**src/design/paravirt_clock_to_calendar_macros.svh**
```systemverilog
`ifndef PARAVIRT_CLOCK_TO_CALENDAR_MACROS_SVH
`define PARAVIRT_CLOCK_TO_CALENDAR_MACROS_SVH

// Same-cycle implication, checked outside reset.
`define PVC_ASSERT_NOW(lbl, ante, cons, msg) \
   lbl: assert property (@(posedge clock) disable iff (reset) (ante) |-> (cons)) \
      else $error(msg);

// Next-cycle implication, checked outside reset.
`define PVC_ASSERT_NEXT(lbl, ante, cons, msg) \
   lbl: assert property (@(posedge clock) disable iff (reset) (ante) |=> (cons)) \
      else $error(msg);

`endif

```
**src/design/pvc_pkg.sv**
```systemverilog
`default_nettype none

package pvc_pkg;

   localparam int SEC_W     = 35;          // Unix seconds, up to about 2.3e10
   localparam int CSR_ADDR_W = 3;

   // ceil(2^84 / 1e9): ((ns >> 9) * RECIP) >> 75 is ns / 1e9 for every 64-bit ns
   localparam logic [31:0] RECIP_LO = 32'hA09B_5A53;
   localparam logic [31:0] RECIP_HI = 32'h0044_B82F;

   localparam logic [SEC_W-1:0] SECS_PER_DAY   = SEC_W'(60 * 60 * 24);
   localparam logic [SEC_W-1:0] SECS_PER_HOUR  = SEC_W'(3600);
   localparam logic [SEC_W-1:0] SECS_PER_MIN   = SEC_W'(60);
   localparam logic [SEC_W-1:0] YEAR_SECS      = SEC_W'(365 * 60 * 60 * 24);
   localparam logic [SEC_W-1:0] LEAP_YEAR_SECS = SEC_W'(366 * 60 * 60 * 24);
   localparam logic [SEC_W-1:0] MAX_MONTH_SECS = SEC_W'(31 * 60 * 60 * 24);

   localparam int FIRST_YEAR = 1970;

   // month index, January is zero
   localparam logic [3:0] MON_FEB = 4'd1;
   localparam logic [3:0] MON_APR = 4'd3;
   localparam logic [3:0] MON_JUN = 4'd5;
   localparam logic [3:0] MON_SEP = 4'd8;
   localparam logic [3:0] MON_NOV = 4'd10;
   localparam logic [3:0] MON_DEC = 4'd11;

   typedef enum logic [CSR_ADDR_W-1:0] {
      REG_REF_COUNTER       = 3'd0,
      REG_BASE_NANOSECONDS  = 3'd1,
      REG_SCALE_FACTOR      = 3'd2,
      REG_PRE_SHIFT         = 3'd3,
      REG_WALL_BASE_SECONDS = 3'd4
   } reg_index_type;

   typedef enum logic [4:0] {
      ST_IDLE,
      ST_SHIFT,
      ST_MUL_LO,
      ST_MUL_HI,
      ST_SUM_LO,
      ST_SUM_BASE,
      ST_DIV_LL,
      ST_DIV_LH,
      ST_DIV_HL,
      ST_DIV_HH,
      ST_DIV_TOP,
      ST_WALL,
      ST_YEAR,
      ST_MONTH,
      ST_DAY,
      ST_HOUR,
      ST_MIN,
      ST_DONE
   } state_type;

   function automatic logic [SEC_W-1:0] month_secs(input logic leap, input logic [3:0] mon);
      logic [SEC_W-1:0] days;
      case (mon) inside
         MON_FEB:                            days = leap ? SEC_W'(29) : SEC_W'(28);
         MON_APR, MON_JUN, MON_SEP, MON_NOV: days = SEC_W'(30);
         default:                            days = SEC_W'(31);
      endcase
      return days * SECS_PER_DAY;
   endfunction

endpackage

`default_nettype wire

```
**src/design/paravirt_clock_to_calendar.sv**
```systemverilog
// Each item runs the year walk from FIRST_YEAR up to its year, then the month, day, hour
//   and minute walks, so later years take longer; years past LAST_YEAR end the walk.
// Throughput: one item at a time; req_tready is high only while the sequencer is idle,
//   so a new item is accepted only after the previous one has left the sequencer.
// A finished result waits in the output register; the next item may start meanwhile.
// Reset (synchronous, active high) clears the sequencer, the output valid and the config.
`default_nettype none

module paravirt_clock_to_calendar #(
   parameter int LAST_YEAR = 2255
) (
   input  wire logic                           clock,
   input  wire logic                           reset,
   input  wire logic                           req_tvalid,
   output logic                                req_tready,
   input  wire logic [63:0]                    req_tdata,  // counter_now[63:0]
   output logic                                rsp_tvalid,
   input  wire logic                           rsp_tready,
   // year[11:0], month[15:12], day[20:16], hour[25:21], minute[31:26],
   // second[37:32], out_of_range[38], zero[39]
   output logic [39:0]                         rsp_tdata,
   input  wire logic                           csr_wen,
   input  wire logic [pvc_pkg::CSR_ADDR_W-1:0] csr_addr,
   input  wire logic [63:0]                    csr_wdata
);
   import pvc_pkg::*;
   `include "paravirt_clock_to_calendar_macros.svh"

   localparam int YEAR_W = $clog2(LAST_YEAR + 2);
   localparam logic [YEAR_W-1:0] LAST_YEAR_V  = YEAR_W'(LAST_YEAR);
   localparam logic [YEAR_W-1:0] FIRST_YEAR_V = YEAR_W'(FIRST_YEAR);
   localparam logic [11:0]       LAST_YEAR_OUT = 12'(LAST_YEAR);

   // configuration
   logic [63:0] ref_counter_ff;
   logic [63:0] base_ns_ff;
   logic [31:0] scale_ff;
   logic [5:0]  pre_shift_ff;
   logic [31:0] wall_base_ff;

   // sequencer and datapath
   state_type         state_ff, state_in;
   logic [63:0]       delta_ff, delta_in;
   logic [63:0]       prod_ff, prod_in;
   logic [31:0]       lohi_ff, lohi_in;
   logic [63:0]       ns_ff, ns_in;
   logic [63:0]       acc_ff, acc_in;
   logic [SEC_W-1:0]  secs_ff, secs_in;
   logic [YEAR_W-1:0] year_ff, year_in;
   logic [1:0]        c4_ff, c4_in;
   logic [6:0]        c100_ff, c100_in;
   logic [8:0]        c400_ff, c400_in;
   logic [3:0]        mon_ff, mon_in;
   logic [4:0]        day_ff, day_in;
   logic [4:0]        hour_ff, hour_in;
   logic [5:0]        min_ff, min_in;
   logic              oor_ff, oor_in;
   logic              rsp_valid_ff, rsp_valid_in;
   logic [39:0]       rsp_data_ff, rsp_data_in;

   // shared subtractor
   logic [SEC_W-1:0]  sub_a, sub_b, sub_diff;
   logic              sub_borrow, sub_geq;
   logic              leap;
   logic [5:0]        left_amt;
   logic [31:0]       mul_a, mul_b;
   logic [63:0]       mul_p;
   logic              req_fire;

   assign req_tready = (state_ff == ST_IDLE);
   assign req_fire   = req_tvalid && req_tready;
   assign rsp_tvalid = rsp_valid_ff;
   assign rsp_tdata  = rsp_data_ff;

   assign leap     = (c4_ff == 2'd0) && ((c100_ff != 7'd0) || (c400_ff == 9'd0));
   assign left_amt = 6'(6'd0 - pre_shift_ff);

   // shared multiplier: counter scaling, then the reciprocal product for the divide by 1e9
   always_comb begin
      unique case (state_ff)
         ST_MUL_LO: begin
            mul_a = delta_ff[31:0];
            mul_b = scale_ff;
         end
         ST_MUL_HI: begin
            mul_a = delta_ff[63:32];
            mul_b = scale_ff;
         end
         ST_DIV_LL: begin
            mul_a = ns_ff[40:9];
            mul_b = RECIP_LO;
         end
         ST_DIV_LH: begin
            mul_a = ns_ff[40:9];
            mul_b = RECIP_HI;
         end
         ST_DIV_HL: begin
            mul_a = 32'(ns_ff[63:41]);
            mul_b = RECIP_LO;
         end
         default: begin
            mul_a = 32'(ns_ff[63:41]);
            mul_b = RECIP_HI;
         end
      endcase
   end

   assign mul_p = 64'(mul_a) * 64'(mul_b);

   always_comb begin
      unique case (state_ff)
         ST_YEAR: begin
            sub_a = secs_ff;
            sub_b = leap ? LEAP_YEAR_SECS : YEAR_SECS;
         end
         ST_MONTH: begin
            sub_a = secs_ff;
            sub_b = month_secs(leap, mon_ff);
         end
         ST_DAY: begin
            sub_a = secs_ff;
            sub_b = SECS_PER_DAY;
         end
         ST_HOUR: begin
            sub_a = secs_ff;
            sub_b = SECS_PER_HOUR;
         end
         default: begin
            sub_a = secs_ff;
            sub_b = SECS_PER_MIN;
         end
      endcase
      {sub_borrow, sub_diff} = {1'b0, sub_a} - {1'b0, sub_b};
      sub_geq = !sub_borrow;
   end

   always_comb begin
      state_in     = state_ff;
      delta_in     = delta_ff;
      prod_in      = prod_ff;
      lohi_in      = lohi_ff;
      ns_in        = ns_ff;
      acc_in       = acc_ff;
      secs_in      = secs_ff;
      year_in      = year_ff;
      c4_in        = c4_ff;
      c100_in      = c100_ff;
      c400_in      = c400_ff;
      mon_in       = mon_ff;
      day_in       = day_ff;
      hour_in      = hour_ff;
      min_in       = min_ff;
      oor_in       = oor_ff;
      rsp_valid_in = rsp_valid_ff && !rsp_tready;
      rsp_data_in  = rsp_data_ff;

      unique case (state_ff)
         ST_IDLE: begin
            if (req_fire) begin
               delta_in = req_tdata - ref_counter_ff;
               state_in = ST_SHIFT;
            end
         end
         ST_SHIFT: begin
            if (pre_shift_ff[5]) begin
               delta_in = delta_ff << left_amt;
            end else begin
               delta_in = delta_ff >> pre_shift_ff[4:0];
            end
            state_in = ST_MUL_LO;
         end
         ST_MUL_LO: begin
            prod_in  = mul_p;
            state_in = ST_MUL_HI;
         end
         ST_MUL_HI: begin
            lohi_in  = prod_ff[63:32];
            prod_in  = mul_p;
            state_in = ST_SUM_LO;
         end
         ST_SUM_LO: begin
            ns_in    = prod_ff + 64'(lohi_ff);
            state_in = ST_SUM_BASE;
         end
         ST_SUM_BASE: begin
            ns_in    = ns_ff + base_ns_ff;
            state_in = ST_DIV_LL;
         end
         // divide by 1e9: sum the four partial products of (ns >> 9) and the
         // reciprocal, keeping only the bits above 64, then drop 11 more
         ST_DIV_LL: begin
            prod_in  = mul_p;
            state_in = ST_DIV_LH;
         end
         ST_DIV_LH: begin
            acc_in   = {32'd0, prod_ff[63:32]};
            prod_in  = mul_p;
            state_in = ST_DIV_HL;
         end
         ST_DIV_HL: begin
            acc_in   = acc_ff + prod_ff;
            prod_in  = mul_p;
            state_in = ST_DIV_HH;
         end
         ST_DIV_HH: begin
            acc_in   = acc_ff + prod_ff;
            prod_in  = mul_p;
            state_in = ST_DIV_TOP;
         end
         ST_DIV_TOP: begin
            acc_in   = prod_ff + {32'd0, acc_ff[63:32]};
            state_in = ST_WALL;
         end
         ST_WALL: begin
            secs_in  = acc_ff[SEC_W+10:11] + SEC_W'(wall_base_ff);
            year_in  = FIRST_YEAR_V;
            c4_in    = 2'(FIRST_YEAR % 4);
            c100_in  = 7'(FIRST_YEAR % 100);
            c400_in  = 9'(FIRST_YEAR % 400);
            oor_in   = 1'b0;
            state_in = ST_YEAR;
         end
         ST_YEAR: begin
            if (year_ff > LAST_YEAR_V) begin
               oor_in   = 1'b1;
               state_in = ST_DONE;
            end else if (sub_geq) begin
               secs_in = sub_diff;
               year_in = year_ff + YEAR_W'(1);
               c4_in   = c4_ff + 2'd1;
               c100_in = (c100_ff == 7'd99) ? 7'd0 : c100_ff + 7'd1;
               c400_in = (c400_ff == 9'd399) ? 9'd0 : c400_ff + 9'd1;
            end else begin
               mon_in   = '0;
               state_in = ST_MONTH;
            end
         end
         ST_MONTH: begin
            if (sub_geq && (mon_ff != MON_DEC)) begin
               secs_in = sub_diff;
               mon_in  = mon_ff + 4'd1;
            end else begin
               day_in   = '0;
               state_in = ST_DAY;
            end
         end
         ST_DAY: begin
            if (sub_geq) begin
               secs_in = sub_diff;
               day_in  = day_ff + 5'd1;
            end else begin
               hour_in  = '0;
               state_in = ST_HOUR;
            end
         end
         ST_HOUR: begin
            if (sub_geq) begin
               secs_in = sub_diff;
               hour_in = hour_ff + 5'd1;
            end else begin
               min_in   = '0;
               state_in = ST_MIN;
            end
         end
         ST_MIN: begin
            if (sub_geq) begin
               secs_in = sub_diff;
               min_in  = min_ff + 6'd1;
            end else begin
               state_in = ST_DONE;
            end
         end
         ST_DONE: begin
            // hold until the output register is free
            if (!rsp_valid_ff || rsp_tready) begin
               rsp_valid_in = 1'b1;
               if (oor_ff) begin
                  rsp_data_in = {1'b0, 1'b1, 6'd59, 6'd59, 5'd23, 5'd31, 4'd12,
                                 LAST_YEAR_OUT};
               end else begin
                  rsp_data_in = {1'b0, 1'b0, secs_ff[5:0], min_ff, hour_ff,
                                 day_ff + 5'd1, mon_ff + 4'd1, 12'(year_ff)};
               end
               state_in = ST_IDLE;
            end
         end
         default: state_in = ST_IDLE;
      endcase
   end

   always_ff @(posedge clock) begin
      if (reset) begin
         state_ff     <= ST_IDLE;
         rsp_valid_ff <= 1'b0;
      end else begin
         state_ff     <= state_in;
         rsp_valid_ff <= rsp_valid_in;
      end
   end

   always_ff @(posedge clock) begin
      delta_ff    <= delta_in;
      prod_ff     <= prod_in;
      lohi_ff     <= lohi_in;
      ns_ff       <= ns_in;
      acc_ff      <= acc_in;
      secs_ff     <= secs_in;
      year_ff     <= year_in;
      c4_ff       <= c4_in;
      c100_ff     <= c100_in;
      c400_ff     <= c400_in;
      mon_ff      <= mon_in;
      day_ff      <= day_in;
      hour_ff     <= hour_in;
      min_ff      <= min_in;
      oor_ff      <= oor_in;
      rsp_data_ff <= rsp_data_in;
   end

   always_ff @(posedge clock) begin
      if (reset) begin
         ref_counter_ff <= '0;
         base_ns_ff     <= '0;
         scale_ff       <= '0;
         pre_shift_ff   <= '0;
         wall_base_ff   <= '0;
      end else if (csr_wen) begin
         unique case (csr_addr)
            REG_REF_COUNTER:       ref_counter_ff <= csr_wdata;
            REG_BASE_NANOSECONDS:  base_ns_ff     <= csr_wdata;
            REG_SCALE_FACTOR:      scale_ff       <= csr_wdata[31:0];
            REG_PRE_SHIFT:         pre_shift_ff   <= csr_wdata[5:0];
            REG_WALL_BASE_SECONDS: wall_base_ff   <= csr_wdata[31:0];
            default: ;
         endcase
      end
   end

   `PVC_ASSERT_NEXT(a_accept_starts, req_fire, state_ff == ST_SHIFT, "accepted item did not start")
   `PVC_ASSERT_NOW(a_month_bound, state_ff == ST_MONTH, mon_ff <= MON_DEC, "month index past December")
   `PVC_ASSERT_NOW(a_day_bound, state_ff == ST_DAY, secs_ff < MAX_MONTH_SECS, "day walk starts past one month")
   `PVC_ASSERT_NOW(a_hour_bound, state_ff == ST_HOUR, secs_ff < SECS_PER_DAY, "hour walk starts past one day")
   `PVC_ASSERT_NOW(a_oor_year, rsp_valid_ff && rsp_data_ff[38], rsp_data_ff[11:0] == LAST_YEAR_OUT, "out of range result without last year")

endmodule

`default_nettype wire
```
**config.mk**
```make
export PLATFORM = sky130hd
export DESIGN_NAME = paravirt_clock_to_calendar
export DESIGN_NICKNAME = d
export VERILOG_FILES = /design/src/design/pvc_pkg.sv /design/src/design/paravirt_clock_to_calendar.sv
export VERILOG_INCLUDE_DIRS = /design/src /design/src/design
export SDC_FILE = /design/constraint.sdc
export NUM_CORES = 2
export LEC_CHECK = 0
export BUFFER_PORTS_ARGS = -buffer_cell sky130_fd_sc_hd__buf_2
export CORE_MARGIN = 2
export CORE_UTILIZATION = 60
export CTS_CLUSTER_SIZE = 8
export DETAILED_ROUTE_END_ITERATION = 16
export HOLD_SLACK_MARGIN = 0.12
export MAX_ROUTING_LAYER = met4
export PLACE_DENSITY = 0.9
export SYNTH_ARGS = -nofsm -noshare
export SYNTH_HDL_FRONTEND = slang
export SYNTH_SLANG_ARGS = --single-unit
export TNS_END_PERCENT = 100
```
**constraint.sdc**
```tcl
create_clock -name clock -period 9.35 [get_ports clock]
set_clock_uncertainty 0.05 [all_clocks]
set_input_delay 0.4675 -clock clock [delete_from_list [all_inputs] [get_ports clock]]
set_output_delay 0.4675 -clock clock [all_outputs]
set_load 0.05 [all_outputs]
```
==> impl_metrics.py <==
metrics = {
    "floorplanning": {
        "die_h_um": 370,
        "coreArea_mm2": 0.133,
        "start_util_pct": 60.4,
        "io_pins": 178,
        "core.rowCount": 134,
        "die_area_mm2": 0.137,
        "fp.dieW_um": 370,
    },
    "grt": {
        "first_global_vias": 74900,
        "antenna_found_initial": 24,
        "grt.overflow.total": 0,
        "track_usage_pct": 48.8,
        "grt_max_degree": 98,
        "grt_pass1_wl_um": 478000,
    },
    "critical_path": {
        "crit_path_end_kind": "register",
        "worst-path-max-fanout": 13,
        "slowest_delay_ns": 0.56,
        "cp_data_arrival_time_ns": 9.59,
        "start_kind": "register",
        "crit_top_cell": "fa_1",
        "reg2reg_from": "state_ff[4]",
        "worstSetupPathType": "register to register",
        "r2r_cells": 32,
        "rrSetupSlack_ns": 0.1,
        "r2r_end": "prod_ff[60]",
        "cp_slowest_cell": "fa_1",
        "cp.required_ns": 9.69,
    },
    "route": {
        "postRouteAntennaNets": 0,
        "drt-total-wl_um": 328000,
        "first_pass_iters": 13,
        "wl_per_cell_um": 28.5,
        "vias": 76500,
        "drt-initial-drc-count": 11200,
        "drc_errors": 0,
        "routed_via_density": 6.66,
    },
    "clock_tree": {
        "clk_latency_ns": 0.74,
        "clk_pin_slew_ns": 0.05,
        "cts_tree": "done",
        "htree_levels": 3,
        "clockBufferDepth": 3,
        "cts_made_buffers": 88,
        "cts_sinks": 617,
        "root_buffer": "clkbuf_16",
    },
    "layout": {
        "layout-drive-gt1-share_pct": 10.4,
        "post_layout_nonfiller_instances": 11500,
        "nets": 11200,
        "syn_to_final_growth_pct": 10.6,
        "n_fill_cell": 10700,
        "seq_area_mm2": 0.0165,
        "multi_input_area_mm2": 0.0585,
    },
    "timing": {
        "tightest_slew_ns": 1.31,
        "clock.fmax_mhz": 108,
        "finalCriticalPeriod_ns": 9.25,
        "slew_viol_final": 0,
        "setup_viol": 0,
        "final_hold_viol_count": 0,
        "slew-limit-headroom_pct": 10.2,
        "period_share_pct": 98.9,
    },
    "logic_synthesis": {
        "synth.distinct_cells": 113,
        "ys_top_cells_by_area": "fa_1 (22%), edfxtp_1 (15%), ha_1 (8.7%)",
        "netlist_instances": 9442,
        "ys.flop_type": "edfxtp_1",
        "yosysSeqAreaShare_pct": 20.5,
        "synthArstFlopShare_pct": 0,
        "synth_most_common_cell": "nand2_1",
        "synth_edf_count": 413,
        "yosysTopAreaCell": "fa_1",
        "avgSynthCellArea_um2": 8.53,
        "yosysTopAreaCellShare_pct": 22.4,
        "ys_seq_elements": 617,
        "yosysWarnings": 0,
        "ys_top_cells_by_count": "nand2_1 (1459), inv_1 (1067), nor2_1 (1059), fa_1 (902), a21oi_1 (731)",
        "synthesis.area_mm2": 0.0805,
    },
    "min_path": {
        "worstHoldEndpoint": "rsp_tvalid",
        "hold_path_depth": 3,
        "hp-class": "primary input to register",
        "hp-start": "rsp_tready",
    },
    "place": {
        "gp_congestion": 1.12,
        "portBuffers": 176,
        "place_inst": 11200,
        "dpl.hpwl_um": 253000,
    },
    "run_status": {
        "status": "finished, final reports clean",
    },
    "flow_run": {
        "cap_viol_max_count": 0,
    },
}
==> worst max path at each step <==
stage,startpoint,end,slack (ns)
after floorplan,state_ff[2],prod_ff[62],0.17
after global placement,state_ff[3],prod_ff[60],-0.03
after detailed placement,state_ff[3],prod_ff[60],-0.25
after CTS,state_ff[0],prod_ff[63],0.03
after global routing,state_ff[4],prod_ff[59],-0.1
final,state_ff[4],prod_ff[60],0.1
==> cells by family after synthesis <==
| family | after synthesis | share of synthesized area [%] |
|---|---|---|
| AO/OA/AOI/OAI | 1905 | 14.9 |
| XOR/XNOR | 381 | 4.14 |
| adder cells (fa/ha/maj) | 1459 | 31.1 |
| buffers and inverters | 1610 | 7.57 |
| flip-flops | 617 | 20.5 |
| multiplexers | 271 | 4.99 |
| other | 1 | 0.00466 |
| AND/OR/NAND/NOR | 3198 | 16.9 |
==> critical path: cells and delay by family, from the launching register on <==
kind / cells / cell delay, ns
flip-flops: 1 / 0.33
AO/OA/AOI/OAI: 10 / 2.55
adder cells (fa/ha/maj): 9 / 3.98
XOR/XNOR: 1 / 0.16
AND/OR/NAND/NOR: 4 / 0.57
buffers and inverters: 8 / 1.23
==> per-stage QoR <==
stage                     TNS, ns  util (%)  hold slack [ns]  worst slack, ns  instance area [um2]
after detailed placement   -0.630      63.9            0.399           -0.251                85200
after CTS                       0      66.5            0.132           0.0250                88600
final                           0      66.8            0.163           0.0985                89000
after global placement    -0.0347      63.9            0.392          -0.0347                85200
after global routing       -0.348      66.8            0.171          -0.0995                89000
after floorplan                 0         -            0.386            0.168                80500
==> routing by layer <==
| metal | routed length [um] | track usage (%) | up-vias |
|---|---|---|---|
| met1 | 113000 | 58.4 | 36700 |
| li1 | - | - | 32000 |
| met4 | 30900 | 34.8 | 0 |
| met2 | 137000 | 69.0 | 6146 |
| met5 | 0 | - | - |
| met3 | 46900 | 15.9 | 1688 |
==> registers in the layout, summed over array words and instances (netlist names), 2 cells and up <==
| register | flops |
|---|---|
| day_ff | 5 |
| c100_ff | 7 |
| rsp_tdata | 39 |
| c400_ff | 9 |
| min_ff | 6 |
| wall_base_ff | 32 |
| prod_ff | 64 |
| hour_ff | 5 |
| mon_ff | 4 |
| year_ff | 12 |
| c4_ff | 2 |
| delta_ff | 64 |
| secs_ff | 35 |
| ref_counter_ff | 64 |
| lohi_ff | 32 |
| pre_shift_ff | 6 |
| ns_ff | 64 |
| state_ff | 5 |
| acc_ff | 64 |
| base_ns_ff | 64 |
| scale_ff | 32 |
==> cell usage in the layout (no fill, tap or decap), types with 198 or more instances in the layout <==
cell	synthesis	routed
xnor2_1	235	230
a21o_1	200	198
o21ai_0	353	349
a21oi_1	731	713
inv_1	1067	1065
fa_1	902	897
nor2_1	1059	1051
edfxtp_1	413	413
ha_1	557	550
nand2_1	1459	1449
buf_4	4	327
==> final cells by class <==
class | count | area share [%]
Antenna cell | 33 | 0.0928
Clock buffer | 143 | 2.72
Clock inverter | 9 | 0.226
Inverter | 1073 | 4.52
Multi-Input combinational cell | 7218 | 65.7
Sequential cell | 617 | 18.5
Tap cell | 1768 | 2.48
Timing Repair Buffer | 626 | 5.76
==> timing repair <==
action	in CTS	in global routing
resized for setup	19	49
setup endpoints to repair	10	12
pin swaps	3	19
setup buffers	1	12
endpoints found under the hold margin	181	0
cloned	1	2
hold buffers	64	0
Power is left out: the tool's default activity adds up to more than one toggle a clock period on the data nets, which glitch-free logic cannot reach.
